[src/sv/c3rb_pkg.sv]
package c3rb_pkg;

  // Default line-store depth and image height limit.
  localparam int MAX_WIDTH_DEF  = 1024;
  localparam int MAX_HEIGHT_DEF = 1024;

  // Smallest image side that the window logic handles.
  localparam int MIN_SIZE = 3;

  // Field widths.
  localparam int PIX_W       = 16;
  localparam int ROW_W       = 3 * PIX_W;
  localparam int SIZE_W      = 11;
  localparam int CFG_IDX_W   = 3;
  localparam int CFG_DATA_W  = 48;
  localparam int RES_W       = 23;
  localparam int OUT_TDATA_W = 24;

  // Arithmetic widths: one product, a sum of three, a sum of nine.
  localparam int FRAC_BITS  = 12;
  localparam int PROD_W     = 2 * PIX_W;
  localparam int RSUM_W     = PROD_W + 2;
  localparam int SUM_W      = PROD_W + 4;
  localparam int ROUND_HALF = 2048;

  // Register reset values.
  localparam logic [ROW_W-1:0]  COEF_TOP_RST = '0;
  localparam logic [ROW_W-1:0]  COEF_MID_RST = ROW_W'(48'h0000_1000_0000);
  localparam logic [ROW_W-1:0]  COEF_BOT_RST = '0;
  localparam logic [SIZE_W-1:0] WIDTH_RST    = SIZE_W'(1024);
  localparam logic [SIZE_W-1:0] HEIGHT_RST   = SIZE_W'(1024);

  // Configuration register indexes.
  typedef enum logic [CFG_IDX_W-1:0] {
    CFG_COEF_TOP = 3'd0,
    CFG_COEF_MID = 3'd1,
    CFG_COEF_BOT = 3'd2,
    CFG_WIDTH    = 3'd3,
    CFG_HEIGHT   = 3'd4
  } cfg_idx_t;

  // Item kinds carried on in_tuser.
  typedef enum logic {
    OP_PIXEL = 1'b0,
    OP_DRAIN = 1'b1
  } op_t;

  // Window stage phases: push a new column, then the right-border repeat.
  typedef enum logic {
    PH_PUSH  = 1'b0,
    PH_RIGHT = 1'b1
  } win_ph_t;

  typedef logic signed [PIX_W-1:0] pix_t;

  // 3x3 block, index [row][col], row 0 = top, col 0 = left.
  typedef pix_t [2:0][2:0] win_t;

  // Per-item control handed from the position tracker to the window stage.
  typedef struct packed {
    logic is_pixel;
    logic first;
    logic rowone;
    logic emit_col;
    logic emit_right;
    logic last;
    pix_t px;
  } item_ctl_t;

endpackage

[src/sv/c3rb_win.sv]
module c3rb_win import c3rb_pkg::*; #(
  parameter int AW = 10
) (
  input  logic          clk,
  input  logic          rst_n,
  input  logic          issue_valid,
  input  item_ctl_t     issue_ctl,
  input  logic [AW-1:0] issue_addr,
  input  pix_t          rd_older,
  input  pix_t          rd_newer,
  output logic          win_ready,
  output logic          wr_en,
  output logic [AW-1:0] wr_addr,
  output pix_t          wr_older,
  output pix_t          wr_newer,
  input  logic          mac_ready,
  output logic          mac_valid,
  output win_t          mac_win,
  output logic          mac_last
);

  logic          b_valid_r;
  item_ctl_t     b_ctl_r;
  logic [AW-1:0] b_addr_r;
  win_ph_t       ph_r, ph_nxt;
  win_t          win_r, pushed, replic, win_nxt;
  pix_t [2:0]    col_v;
  logic          emit, step, two_step, b_done;

  // New column from the line stores; top row repeats at the first row.
  always_comb begin
    col_v[0] = b_ctl_r.rowone ? rd_newer : rd_older;
    col_v[1] = rd_newer;
    col_v[2] = b_ctl_r.is_pixel ? b_ctl_r.px : rd_newer;
  end

  // Shift the window left, or seed it at the left border.
  always_comb begin
    pushed = win_r;
    replic = win_r;
    for (int r = 0; r < 3; r++) begin
      if (b_ctl_r.first) begin
        pushed[r][1] = col_v[r];
      end else begin
        pushed[r][0] = win_r[r][1];
        pushed[r][1] = win_r[r][2];
      end
      pushed[r][2] = col_v[r];
      replic[r][0] = win_r[r][1];
      replic[r][1] = win_r[r][2];
    end
  end

  // Next phase: an item that closes a row after the first, or the last drain item, moves on to PH_RIGHT.
  always_comb begin
    ph_nxt = ph_r;
    if (step) begin
      ph_nxt = two_step ? PH_RIGHT : PH_PUSH;
    end
  end

  // Outputs of the phase logic.
  always_comb begin
    case (ph_r)
      PH_PUSH: begin
        emit     = b_ctl_r.emit_col;
        mac_last = 1'b0;
        two_step = b_ctl_r.emit_right;
        win_nxt  = pushed;
      end
      PH_RIGHT: begin
        emit     = 1'b1;
        mac_last = b_ctl_r.last;
        two_step = 1'b0;
        win_nxt  = replic;
      end
      default: begin
        emit     = 1'b0;
        mac_last = 1'b0;
        two_step = 1'b0;
        win_nxt  = win_r;
      end
    endcase
    step      = b_valid_r && (!emit || mac_ready);
    b_done    = step && !two_step;
    win_ready = !b_valid_r || b_done;
    mac_valid = step && emit;
    mac_win   = win_nxt;
    wr_en     = step && (ph_r == PH_PUSH) && b_ctl_r.is_pixel;
    wr_addr   = b_addr_r;
    wr_older  = rd_newer;
    wr_newer  = b_ctl_r.px;
  end

  // Control registers of the window stage.
  always_ff @(posedge clk) begin
    if (!rst_n) begin
      b_valid_r <= 1'b0;
      ph_r      <= PH_PUSH;
      win_r     <= '0;
    end else begin
      ph_r <= ph_nxt;
      if (win_ready) begin
        b_valid_r <= issue_valid;
      end
      if (step) begin
        win_r <= win_nxt;
      end
    end
  end

  // Item payload, loaded together with the line-store read.
  always_ff @(posedge clk) begin
    if (win_ready) begin
      b_ctl_r  <= issue_ctl;
      b_addr_r <= issue_addr;
    end
  end

endmodule

[config.mk]
export PLATFORM = sky130hd
export DESIGN_NAME = c3rb_win
export DESIGN_NICKNAME = d
export VERILOG_FILES = /design/src/sv/c3rb_pkg.sv /design/src/sv/c3rb_win.sv
export SDC_FILE = /design/constraint.sdc
export NUM_CORES = 1
export LEC_CHECK = 0
export CORE_AREA = 4 4 130 132
export CTS_BUF_LIST = sky130_fd_sc_hd__clkbuf_8
export CTS_CLUSTER_SIZE = 25
export DETAILED_ROUTE_END_ITERATION = 12
export DIE_AREA = 0 0 134 136
export DONT_BUFFER_PORTS = 1
export PLACE_DENSITY = 0.8
export SLEW_MARGIN = 40
export SYNTH_ARGS = -nofsm -noshare
export SYNTH_HDL_FRONTEND = slang
export SYNTH_SLANG_ARGS = --single-unit
[constraint.sdc]
create_clock -name clk -period 4.6 [get_ports clk]
set_input_delay 0 -clock clk [delete_from_list [all_inputs] [get_ports clk]]
set_output_delay 0 -clock clk [all_outputs]
set_load 0.05 [all_outputs]
; Word level (Yosys, flattened, before mapping)
; Cells that the tools add are included.
[word_totals]
input_bits = 68
ff_bits = 178
elab_cells = 43
output_inout_bits = 190
[classes]
bitwise_logic = 1
reduce_logical = 10
mux = 13
[op_table]
columns = cell, count
row1 = $pmux W144 S2, 1
row2 = $mux W16, 8
row3 = $pmux W1 S2, 3
row4 = $logic_and A1 B1 Y1, 5
row5 = $logic_not A1 Y1, 3
row6 = $logic_or A1 B1 Y1, 2
row7 = $mux W1, 1
row8 = $not A1 Y1, 1

; Logic depth before layout (Yosys ltp)
[depth]
depth_word = 7
ltp_mapped = 7
ltp_nobuf = 3

; Least setup slack after synthesis
; Ideal clock, no wire load.
[synth_timing]
path_type = flip-flop to flip-flop
start = register ph_r
end = register b_ctl_r[16] (netlist name) (enable)
t_arrival_ns = 4.173
required_ns = 4.082
setup_ns = 0.518
n_path_buf = 2
period_less_slack_ns = 4.691
path_slack_ns = -0.091
path_stages_with_launch = 5
cell_sequence = dfxtp_1 -> buf_2 -> o21ba_1 -> buf_4 -> o21ai_0
[synth_between]
elab_chain_cells = 7
word_cells_on_any_way = 9
cone_classes = 2 x mux / 1 x bitwise / 6 x reduce/logical
[synth_rtl]
columns = element, line
row1 = start: declaration, c3rb_win.sv:25  ; win_ph_t ph_r, ph_nxt;
row2 = start signal: assignment, c3rb_win.sv:102  ; ph_r <= ph_nxt;
row3 = $not A1 Y1, c3rb_win.sv:64  ; case (ph_r)
row4 = $pmux W1 S2, c3rb_win.sv:64
row5 = $logic_not A1 Y1, c3rb_win.sv:84  ; step = b_valid_r && (!emit || mac_ready);
row6 = $logic_or A1 B1 Y1, c3rb_win.sv:84
row7 = $logic_and A1 B1 Y1, c3rb_win.sv:84
row8 = $logic_and A1 B1 Y1 *, c3rb_win.sv:85  ; b_done = step && !two_step;
row9 = $logic_or A1 B1 Y1 *, c3rb_win.sv:86  ; win_ready = !b_valid_r || b_done;
row10 = via win_ready, c3rb_win.sv:11  ; output logic win_ready,
row11 = end signal: assignment, c3rb_win.sv:115  ; b_ctl_r <= issue_ctl;
row12 = end: declaration, c3rb_win.sv:23  ; item_ctl_t b_ctl_r;
; The timed path passes the listed nets; every way through them passes the cells marked *.
; A chain may end at the register's enable or synchronous reset.

; Final worst setup path
[layout_timing]
start = register ph_r
end = output mac_valid
[layout_between]
elab_chain_cells = 6
[layout_rtl]
columns = element, line
row1 = $not A1 Y1, c3rb_win.sv:64
row2 = $pmux W1 S2 *, c3rb_win.sv:64
row3 = $logic_not A1 Y1, c3rb_win.sv:84
row4 = $logic_or A1 B1 Y1, c3rb_win.sv:84
row5 = $logic_and A1 B1 Y1, c3rb_win.sv:84
row6 = $logic_and A1 B1 Y1 *, c3rb_win.sv:87  ; mac_valid = step && emit;
row7 = end: declaration, c3rb_win.sv:17  ; output logic mac_valid,
; Every way passes the cells marked *; elsewhere a longest branch is shown, timed or not.

==> reports/metrics.csv <==
stage;metric;value;unit
outcome;run_status;finished clean;
critical_path;cp-start-kind;flip-flop;
critical_path;max_stage_delay;0.77;ns
power_and_ir_drop;p_leak;3.77;nW
floorplan;fp.coreArea;15700;sq um
global_route;grt_pass1_wl;37700;microns
detailed_routing;ant_nets;0;
place;place_ws;2.12;ns
floorplan;die_area;18200;sq um
clock_network;cts_sinks;178;
synthesis;yosys.area_share.simple;7.95;%
synthesis;synth_nets;940;
run;maxCapViolCount;0;
clock_network;tritoncts;done;
place;place_congestion;0.850;
floorplan;die_w;134;microns
timing;worst_slack;2.00;ns
power_and_ir_drop;peakVddDrop;0.238;mV
power_and_ir_drop;combPwrFrac;27.0;%
synthesis;synthDistinctLibCells;31;
synthesis;synth_seq_area_share;43.2;%
timing;worst_pin_slew;0.876;ns
floorplan;rows;46;
timing;maxSlewViolCount;0;
timing;grt_setup_unrepaired;no;
detailed_routing;drc;0;
detailed_routing;avgViaCountPerCell;6.17;
synthesis;synth_compound_area_share;14.3;%
timing;hold_ws;0.000126;ns
clock_network;clk_pin_slew;0.08;ns
critical_path;worstSetupPathType;reg -> out;
synthesis;synth_mux_area_share;27.4;%
synthesis;syn_avg_cell_area;10.3;sq um
power_and_ir_drop;p_clk_share;26.7;%
clock_network;clockRootBuffer;clkbuf_8;
timing;fin_tns_setup;0;ns
floorplan;chipHeight;136;microns
critical_path;worst_setup_path_end_kind;output port;
synthesis;yosys-top-cells-area;dfxtp_1, mux2_2, edfxtp_1, a31o_2, nand2_1;
global_route;grt_max_degree;210;
timing;hold_violations;0;
clock_network;cts_buffer_depth;2;
finish;fin_nets;892;
place;dp.final_hpwl;17100;microns
clock_network;htree_levels;4;
timing;relSlewSlack;41.4;%
clock_network;cts_resized;0;
finish;fin_util;60.9;%
detailed_routing;firstDrtPassIters;6;
global_route;grt_usage;27.2;%
detailed_routing;drtIter0Drc;468;
power_and_ir_drop;internal_power;2.43;mW
timing;layout_min_cycle_time;2.60;ns
clock_network;cts_buffers;17;
detailed_routing;route.vias.total;6515;
synthesis;syn_area;9000;sq um
critical_path;cp.required;4.60;ns
place;dpl.cell_count;986;
finish;finalNonFillerCells;1056;
critical_path;critPathSlowestCell;dfxtp_2;
global_route;first_global_vias;6167;
synthesis;synth_top_family_by_area;multiplexers;
critical_path;critPathArrivalTime;2.60;ns
finish;final_common_cell;mux2_2;
timing;clock_skew;0.0135;ns
detailed_routing;detail_route.wl_per_cell;24.3;microns
power_and_ir_drop;power.density;410;nW/um^2
detailed_routing;routed_wl;25700;microns
critical_path;crit_fanout;32;
global_route;antenna_found_initial;4;
critical_path;cp_common_cell;nor2_1;
critical_path;crit_chain;buf_4 > nor2_1 > nor2_1;
timing;setup_violations;0;
synthesis;syn-instance-count;872;
power_and_ir_drop;switching_power;1.50;mW
synthesis;synth_top_area_share;32.5;%
synthesis;yosys.area.top_type;dfxtp_1;
timing;finalCritPeriodShare;56.6;%
power_and_ir_drop;swShare;38.2;%
floorplan;io_pins;258;
synthesis;yosysWarnings;0;
clock_network;clk_latency;0.46;ns
power_and_ir_drop;seqPwrFrac;46.3;%
global_route;grt-ovfl-total;0;
synthesis;synth_fa_ha_area_share;0;%
finish;final_cell_mix;mux2_2, dfxtp_1, nand2_1;
synthesis;synth_xor_area_share;0;%
finish;layout-drive-gt1-share;34.4;%
timing;fmax;384;MHz
place;numPortBuffers;0;
synthesis;ys_seq_elements;178;
floorplan;initial_core_util;57.3;%
worst_hold_path;hold_path.class;in -> out;
finish;area_growth;6.37;%
## metal layers
layer / up-vias / global-route usage [%] / wire length [microns]
met4: 0 / 9.89 / 711
met3: 39 / 11.3 / 2620
met2: 289 / 45.5 / 12400
met5: - / 0 / 0
met1: 3168 / 31.5 / 9900
li1: 3019 / - / -
## final timing paths
check / cells past startpoint / to / startpoint / slack (ns)
setup / recovery: 3 / mac_valid / ph_r / 2.00
hold reg to reg: 2 / win_r[53] / win_r[53] / 0.46
setup reg to reg: 5 / win_r[106] / ph_r / 2.14
hold / removal: 0 / wr_older[12] / rd_newer[12] / 0.0001
## metrics by stage
step / cell area (sq um) / total power, mW
floorplan: 9000 / 2.79
global placement: 8750 / 2.84
detailed placement: 8810 / 2.86
CTS: 9560 / 3.95
global route: 9570 / 4.07
finish: 9570 / 3.93
## synthesized netlist by cell type (all sizes together)
library cell / number
a31o: 64
o211a: 16
clkbuf: 39
nor3: 33
or3: 1
nor2: 4
a21boi: 1
a21o: 16
mux2: 176
o21ai: 1
buf: 75
nand2: 129
nor2b: 2
and2: 1
a21oi: 81
o21bai: 1
o21ba: 1
nor3b: 1
edfxtp: 32
mux2i: 48
inv: 2
a31oi: 1
clkinv: 1
dfxtp: 146
## critical path: cells and delay by family, from the launching register on
kind / cells / cell delay (ns)
flops: 1 / 0.77
simple gates: 2 / 0.82
buf+inv: 1 / 0.56
## repair_timing
action / in CTS / in global routing
buffers inserted: 0 / 0
hold endpoints to repair: 162 / 0
hold buffers: 35 / 0
## sequential cells by signal (all words and copies together) (netlist names)
register,cells
wr_addr,10
b_valid_r,1
replic,96
ph_r,1
win_r,48
wr_newer,16
b_ctl_r,6
## cell type report
type	count	area, sq um
Tap cell	216	270
Clock inverter	12	119
Sequential cell	178	3890
Clock buffer	19	262
Fill cell	1299	6140
Timing Repair Buffer	47	514
Antenna cell	4	10.0
Inverter	3	11.3
Multi-Input combinational cell	577	4500
## cell families after synthesis
group | Yosys count
DFF | 178
muxes | 224
buffers and inverters | 117
AOI/OAI and AO/OA | 182
and+or+nand+nor | 171
## power by group through the flow
stage	clock network, mW	registers, mW	logic [mW]
after floorplan	0	1.77	1.02
after global placement	0	1.85	0.994
after detailed placement	0	1.85	1.01
after CTS	1.08	1.82	1.06
after global routing	1.14	1.83	1.11
final	1.05	1.82	1.06
No activity file was read; power rests on OpenSTA's default activity.
