`src/sv/c3rb_pkg.sv`:
```
package c3rb_pkg;

  // Default line-store depth and image height limit.
  localparam int MAX_WIDTH_DEF  = 1024;
  localparam int MAX_HEIGHT_DEF = 1024;

  // Smallest image side that the window logic handles.
  localparam int MIN_SIZE = 3;

  // Field widths.
  localparam int PIX_W       = 16;
  localparam int ROW_W       = 3 * PIX_W;
  localparam int SIZE_W      = 11;
  localparam int CFG_IDX_W   = 3;
  localparam int CFG_DATA_W  = 48;
  localparam int RES_W       = 23;
  localparam int OUT_TDATA_W = 24;

  // Arithmetic widths: one product, a sum of three, a sum of nine.
  localparam int FRAC_BITS  = 12;
  localparam int PROD_W     = 2 * PIX_W;
  localparam int RSUM_W     = PROD_W + 2;
  localparam int SUM_W      = PROD_W + 4;
  localparam int ROUND_HALF = 2048;

  // Register reset values.
  localparam logic [ROW_W-1:0]  COEF_TOP_RST = '0;
  localparam logic [ROW_W-1:0]  COEF_MID_RST = ROW_W'(48'h0000_1000_0000);
  localparam logic [ROW_W-1:0]  COEF_BOT_RST = '0;
  localparam logic [SIZE_W-1:0] WIDTH_RST    = SIZE_W'(1024);
  localparam logic [SIZE_W-1:0] HEIGHT_RST   = SIZE_W'(1024);

  // Configuration register indexes.
  typedef enum logic [CFG_IDX_W-1:0] {
    CFG_COEF_TOP = 3'd0,
    CFG_COEF_MID = 3'd1,
    CFG_COEF_BOT = 3'd2,
    CFG_WIDTH    = 3'd3,
    CFG_HEIGHT   = 3'd4
  } cfg_idx_t;

  // Item kinds carried on in_tuser.
  typedef enum logic {
    OP_PIXEL = 1'b0,
    OP_DRAIN = 1'b1
  } op_t;

  // Window stage phases: push a new column, then the right-border repeat.
  typedef enum logic {
    PH_PUSH  = 1'b0,
    PH_RIGHT = 1'b1
  } win_ph_t;

  typedef logic signed [PIX_W-1:0] pix_t;

  // 3x3 block, index [row][col], row 0 = top, col 0 = left.
  typedef pix_t [2:0][2:0] win_t;

  // Per-item control handed from the position tracker to the window stage.
  typedef struct packed {
    logic is_pixel;
    logic first;
    logic rowone;
    logic emit_col;
    logic emit_right;
    logic last;
    pix_t px;
  } item_ctl_t;

endpackage

```
`src/sv/c3rb_ctrl.sv`:
```
module c3rb_ctrl import c3rb_pkg::*; #(
  parameter int MAX_WIDTH  = MAX_WIDTH_DEF,
  parameter int MAX_HEIGHT = MAX_HEIGHT_DEF
) (
  input  logic                          clk,
  input  logic                          rst_n,
  input  logic                          in_tvalid,
  output logic                          in_tready,
  input  logic [PIX_W-1:0]              in_tdata,
  input  logic [0:0]                    in_tuser,
  input  logic [SIZE_W-1:0]             cfg_width,
  input  logic [SIZE_W-1:0]             cfg_height,
  input  logic                          win_ready,
  output logic                          issue_valid,
  output item_ctl_t                     issue_ctl,
  output logic [$clog2(MAX_WIDTH)-1:0]  issue_addr
);

  localparam int AW = $clog2(MAX_WIDTH);
  localparam int WW = $clog2(MAX_WIDTH + 1);
  localparam int HW = $clog2(MAX_HEIGHT + 1);

  logic [AW-1:0] col_r, col_nxt, drn_r, drn_nxt;
  logic [HW-1:0] row_r, row_nxt;
  logic [WW-1:0] w_eff;
  logic [HW-1:0] h_eff;
  logic [AW-1:0] w_last, col_s, drn_s, pos;
  logic [HW-1:0] row_s;
  logic          is_drain, frame_full, item_ok, at_end, has_row, in_fire;

  // Clamp the configured sizes to the supported range.
  always_comb begin
    if (32'(cfg_width) < 32'(MIN_SIZE)) begin
      w_eff = WW'(MIN_SIZE);
    end else if (32'(cfg_width) > 32'(MAX_WIDTH)) begin
      w_eff = WW'(MAX_WIDTH);
    end else begin
      w_eff = WW'(cfg_width);
    end
    if (32'(cfg_height) < 32'(MIN_SIZE)) begin
      h_eff = HW'(MIN_SIZE);
    end else if (32'(cfg_height) > 32'(MAX_HEIGHT)) begin
      h_eff = HW'(MAX_HEIGHT);
    end else begin
      h_eff = HW'(cfg_height);
    end
  end

  // Positions saturate to the current image size.
  always_comb begin
    w_last     = AW'(w_eff - WW'(1));
    col_s      = (col_r > w_last) ? w_last : col_r;
    drn_s      = (drn_r > w_last) ? w_last : drn_r;
    row_s      = (row_r > h_eff) ? h_eff : row_r;
    is_drain   = (op_t'(in_tuser[0]) == OP_DRAIN);
    frame_full = (row_s == h_eff);
    item_ok    = is_drain ? frame_full : !frame_full;
    pos        = is_drain ? drn_s : col_s;
    at_end     = (pos == w_last);
    has_row    = (row_s != '0);
  end

  // Control word for the window stage and the line-store read address.
  always_comb begin
    issue_ctl.is_pixel   = !is_drain;
    issue_ctl.first      = (pos == '0);
    issue_ctl.rowone     = !is_drain && (row_s == HW'(1));
    issue_ctl.emit_col   = has_row && (pos != '0);
    issue_ctl.emit_right = has_row && at_end;
    issue_ctl.last       = is_drain && at_end;
    issue_ctl.px         = pix_t'(in_tdata);
    issue_addr           = pos;
  end

  assign in_tready   = win_ready;
  assign in_fire     = in_tvalid && in_tready;
  assign issue_valid = in_fire && item_ok;

  // Advance the raster and drain positions for each effective item.
  always_comb begin
    col_nxt = col_s;
    row_nxt = row_s;
    drn_nxt = drn_s;
    if (item_ok) begin
      if (is_drain) begin
        if (at_end) begin
          col_nxt = '0;
          row_nxt = '0;
          drn_nxt = '0;
        end else begin
          drn_nxt = pos + AW'(1);
        end
      end else if (at_end) begin
        col_nxt = '0;
        row_nxt = row_s + HW'(1);
      end else begin
        col_nxt = pos + AW'(1);
      end
    end
  end

  always_ff @(posedge clk) begin
    if (!rst_n) begin
      col_r <= '0;
      row_r <= '0;
      drn_r <= '0;
    end else if (in_fire) begin
      col_r <= col_nxt;
      row_r <= row_nxt;
      drn_r <= drn_nxt;
    end
  end

endmodule

```
`config.mk`:
```
export PLATFORM = sky130hd
export DESIGN_NAME = c3rb_ctrl
export DESIGN_NICKNAME = d
export VERILOG_FILES = /design/src/sv/c3rb_pkg.sv /design/src/sv/c3rb_ctrl.sv
export SDC_FILE = /design/constraint.sdc
export NUM_CORES = 1
export LEC_CHECK = 0
export BUFFER_PORTS_ARGS = -buffer_cell sky130_fd_sc_hd__buf_2
export CAP_MARGIN = 20
export CORE_ASPECT_RATIO = 2
export CORE_MARGIN = 5
export CORE_UTILIZATION = 40
export DETAILED_ROUTE_END_ITERATION = 12
export PLACE_DENSITY = 0.62
export SLEW_MARGIN = 10
export SYNTH_ARGS = -nofsm -noshare
export SYNTH_HDL_FRONTEND = slang
export SYNTH_SLANG_ARGS = --single-unit
```
`constraint.sdc`:
```
create_clock -name clk -period 6.9 [get_ports clk]
set_input_delay 0.345 -clock clk [delete_from_list [all_inputs] [get_ports clk]]
set_output_delay 0.345 -clock clk [all_outputs]
set_load 0.005 [all_outputs]
```
Word level (Yosys, flattened, before mapping)
Index checks and enable logic that the tools add are counted.
Storage, ports and cells
  input bits: 43
  register bits: 31
Operators by class
  equality and inequality tests: 3
  $lt $le $gt $ge: 7
  mux-type cells: 19
  $add $sub $neg: 3
  reductions and logical operators: 11
Operator list (number)
  10-bit 2-to-1 mux: 11
  11-bit 2-to-1 mux: 7
  11-bit > comparator, second input constant: 2
  11-bit by 2-bit less-than comparator with 1-bit output, second input constant: 2
  10-bit > comparator: 2
  11-bit by 1-bit adder with 11-bit output, second input constant: 1
  11-bit by 1-bit equality test with 1-bit output, second input constant: 1
  11-bit equality test: 1
  11-bit > comparator: 1
  11-bit nonzero test: 1
  10-bit by 1-bit adder with 10-bit output, second input constant: 1
  10-bit equality test: 1
  10-bit logical NOT: 1
  10-bit nonzero test: 1
  10-bit by 1-bit subtractor with 10-bit output, second input constant: 1
  1-bit logical AND: 6
  1-bit logical NOT: 2
  1-bit 2-to-1 mux: 1

Longest topological paths before layout
  word-level depth: 11
  depth in mapped cells: 25
  gate-level depth less buffers: 23

Least setup slack after synthesis
Ideal clock, no wire load.
  path kind: input port to flip-flop
  start point: input port cfg_width[6]
  end point: register col_r[5]
  cell stages on the path: 20
  data arrival time: 5.785 ns
  data required time: 6.783 ns
  path buffers: 3
  library setup time: 0.117 ns
  slack: 0.998 ns
  path through: clkbuf_1 nor3_2 a32oi_2 ha_1 buf_1 nor3b_1 o311ai_1 inv_1 ha_1 a2111oi_0 a21oi_1 maj3_4 mux2i_1 or4_4 mux2_4 or4_4 buf_6 or3_1 a31oi_1 nor2_1
Between the ends
  longest elaborated chain between the ends: 11
  elaborated cells on any way between the ends: 16
  those cells by class: 2 x add/sub; 4 x order compare; 1 x eq/ne; 9 x mux
Ends and longest elaborated chain
  start, declared: RTL line c3rb_ctrl.sv:11  | input logic [SIZE_W-1:0] cfg_width,
  11-bit > comparator: RTL line c3rb_ctrl.sv:35  | end else if (32'(cfg_width) > 32'(MAX_WIDTH)) begin
  10-bit 2-to-1 mux: RTL line c3rb_ctrl.sv:35
  10-bit 2-to-1 mux (*): RTL line c3rb_ctrl.sv:33  | if (32'(cfg_width) < 32'(MIN_SIZE)) begin
  10-bit by 1-bit subtractor with 10-bit output (*): RTL line c3rb_ctrl.sv:51  | w_last = AW'(w_eff - WW'(1));
  10-bit > comparator, on equally long branches: RTL line c3rb_ctrl.sv:52, c3rb_ctrl.sv:53
  10-bit 2-to-1 mux, on equally long branches: RTL line c3rb_ctrl.sv:52, c3rb_ctrl.sv:53
  10-bit 2-to-1 mux: RTL line c3rb_ctrl.sv:58  | pos = is_drain ? drn_s : col_s;
  10-bit by 1-bit adder with 10-bit output / 10-bit equality test (equally long branches): RTL line c3rb_ctrl.sv:97, c3rb_ctrl.sv:59
  10-bit 2-to-1 mux, on equally long branches: RTL line c3rb_ctrl.sv:93, c3rb_ctrl.sv:86
  10-bit 2-to-1 mux: RTL line c3rb_ctrl.sv:85  | if (is_drain) begin
  10-bit 2-to-1 mux (*): RTL line c3rb_ctrl.sv:84  | if (item_ok) begin
  end signal, assigned: RTL line c3rb_ctrl.sv:108  | col_r <= col_nxt;
  end, declared: RTL line c3rb_ctrl.sv:23  | logic [AW-1:0] col_r, col_nxt, drn_r, drn_nxt;
Every way passes the cells marked *; elsewhere a longest branch is shown, timed or not.
A chain may end at the register's enable or synchronous reset.

Final worst setup path
  start point: input port cfg_width[3]
  end point: register col_r[8]
The elaborated chain is that of the path after synthesis.

==> results.ini <==
[die]
die_w_um = 82.8
dieArea_mm2 = 0.0129
row_count = 53
dieHeight_um = 156
ioPinCount = 77
core-area_mm2 = 0.0105
start_util_pct = 40.5

[synth]
synth_xor_area_share_pct = 7.14
synth_top_family_by_area = compound AO/OA/AOI/OAI gates
synth-adder-area-share_pct = 10.3
yosys-top-cells-area = dfxtp_1, ha_1, nor2_1, mux2i_1, o21ai_0
synthCells = 573
syn_avg_cell_area_um2 = 7.40
synth.top_cell.area_share_pct = 14.6
syn_nets = 648
synth-simple-area-share_pct = 25.1
yosysMostFrequentCell = nor2_1
synth-main-ff-cell = dfxtp_1
ys_warn_count = 0
synth_area_mm2 = 0.00424
seq_area_frac_synth_pct = 14.6
synthMuxAreaShare_pct = 5.13
synth_compound_area_share_pct = 29.1
ys_seq_elements = 31
synthArstFlopShare_pct = 0
synth_edf_count = 0
ys_types = 77
synth_top_area_cell = dfxtp_1
synth_commonest_cells = nor2_1, nand2_1, o21ai_0

[grt]
grt_pass1_wl_um = 23000
overflow = 0
grtUsageTotal_pct = 22.3
grt_max_degree = 37
antenna_found_initial = 0
grt_pass1_vias = 4542

[run_status]
status = completed

[pwr]
peakVddDrop_v = 0.0000986
p_per_area_mw_per_mm2 = 149
cellLeakagePower_nw = 1.95

[detailed_routing]
num_vias = 4555
drt-total-wl_um = 14700
firstDrtPassIters = 4
drt-initial-drc-count = 212
antenna_left = 0
drcViolationCount = 0
viasPerCell = 6.27
route.detailed.wl_per_inst_um = 20.3

[placed_design]
hpwl_um = 11900
port-buffer-count = 44
dp_slack_ns = 0.552
finalWeightedCongestion = 0.960

[timing]
tns_ns = 0
finalHoldViolCount = 0
rsz0062_at_grt = false
max_freq_mhz = 162
skew_ns = 0.00430
finalHoldWorstSlack_ns = 0.492
finalMaxSlewViolations = 0
relSlewSlack_pct = 37.3
final.period_utilization_pct = 89.3
fin_crit_ns = 6.16
tightestPinTransition_ns = 0.933
setup_ws_ns = 0.737
setup_viol = 0

[cts]
clock_latency_ns = 0.29
ctsHtreeMaxLevel = 2
cts_resized = 0
root_buffer = clkbuf_16
cts_hold_buf = 0
clk_pin_slew_ns = 0.06
clockBufferDepth = 2
cts_buffers = 5
tritoncts = built
cts_sinks = 31
post_cts_buffers = 0

[setup_path]
crit_type = in -> reg
start_kind = input pin
cp_slowest_cell = o311ai_1
critPathCaptureType = flip-flop
arrival_ns = 6.39
slowest_delay_ns = 0.65
crit_required_ns = 7.13
crit_fanout = 13
crit_path_cell_trace = buf_2, nor3_1, and3_1, o21ai_0, ha_1, nor3b_1, o311ai_1, inv_1, ha_1, a2111oi_0, a21oi_1, maj3_4, o21ai_4, mux2i_1, a221o_1, inv_1, ha_1, inv_1, nor4_1, nor2_1, or3_1, a21oi_1, o221a_2

[finish]
drive_gt1_share_pct = 14.7
antenna_cells = 0
final_nets = 664
areaGrowthSynthToFinish_pct = 9.26
utilization_pct = 44.2
nFillCells = 1127

[worst_hold_path]
hold_class = in -> reg

[run]
drv_cap = 0

## final cells by class
| cell class | count | area [um2] | area share, % |
|---|---|---|---|
| well taps | 137 | 171 | 3.70 |
| multi-input cells | 466 | 3260 | 70.4 |
| repair buffers | 53 | 288 | 6.21 |
| flip-flops and latches | 31 | 621 | 13.4 |
| clock buffers | 6 | 139 | 3.00 |
| clock inverters | 2 | 35.0 | 0.756 |
| inverters | 32 | 120 | 2.59 |
## routing by layer
metal  vias up  part of all wire [%]  GRT usage, %
li1       2157                     -             -
met1      2131                    33          19.2
met2       196                    54          43.1
met3        71                   4.2          3.33
met4         0                   9.4          20.2
met5         -                     0             0
## per-stage QoR
stage	instance area (um2)	instances	power, mW
2_1_floorplan	4240	573	0.355
3_3_place_gp	4460	719	0.419
3_5_place_dp	4460	719	0.424
4_1_cts	4640	727	0.690
5_1_grt	4640	727	0.724
6_report	4640	727	0.692
## power breakdown
group / total (mW) / internal [mW] / switching, mW
Clock: 0.268 / 0.180 / 0.0887
Combinational: 0.225 / 0.0856 / 0.139
Sequential: 0.198 / 0.186 / 0.0119
Total: 0.692 / 0.451 / 0.240
## critical path, delay by kind of cell
kind	cells	cell delay (ns)
AOI/OAI and AO/OA	8	2.47
and+or+nand+nor	6	1.82
muxes	1	0.16
adders and majority gates	4	1.12
buffers and inverters	4	0.46
## sequential cells by signal, summed over array words and instances, names as in the netlist
name and flops:
col_r 10, drn_r 10, row_r 11
## cell families after synthesis
logic type,Yosys count
AO/OA/AOI/OAI,174
buffers and inverters,76
adder cells (fa/ha/maj),35
flip-flops,31
AND/OR/NAND/NOR,203
multiplexers,21
XOR/XNOR,33
## final timing paths
| check | endpoint | startpoint | slack, ns | depth (start not counted) |
|---|---|---|---|---|
| worst min-delay path | col_r[6] | rst_n | 0.49 | 2 |
| worst max-delay path | col_r[8] | cfg_width[3] | 0.74 | 23 |
| worst max register to register | col_r[8] | drn_r[4] | 2.58 | 15 |
| worst min register to register | col_r[9] | col_r[9] | 0.54 | 2 |
## placed cells by master (no fill, tap or decap), drive strengths merged, types with 6 or more instances in the layout
master / synthesis / final
a211oi: 8 / 8
a21oi: 32 / 32
a22o: 8 / 8
a31oi: 10 / 10
and2: 7 / 7
buf: 28 / 53
clkbuf: 16 / 6
dfxtp: 31 / 31
ha: 32 / 32
inv: 28 / 28
mux2i: 18 / 18
nand2: 44 / 44
nand3: 20 / 20
nand4: 10 / 10
nor2: 51 / 51
nor2b: 8 / 8
nor3: 13 / 13
nor4: 9 / 9
o21a: 12 / 12
o21ai: 37 / 37
o221ai: 8 / 8
o22ai: 10 / 10
o31ai: 8 / 8
or3: 10 / 10
xnor2: 18 / 18
xor2: 14 / 14
No activity file was read; power rests on OpenSTA's default activity.
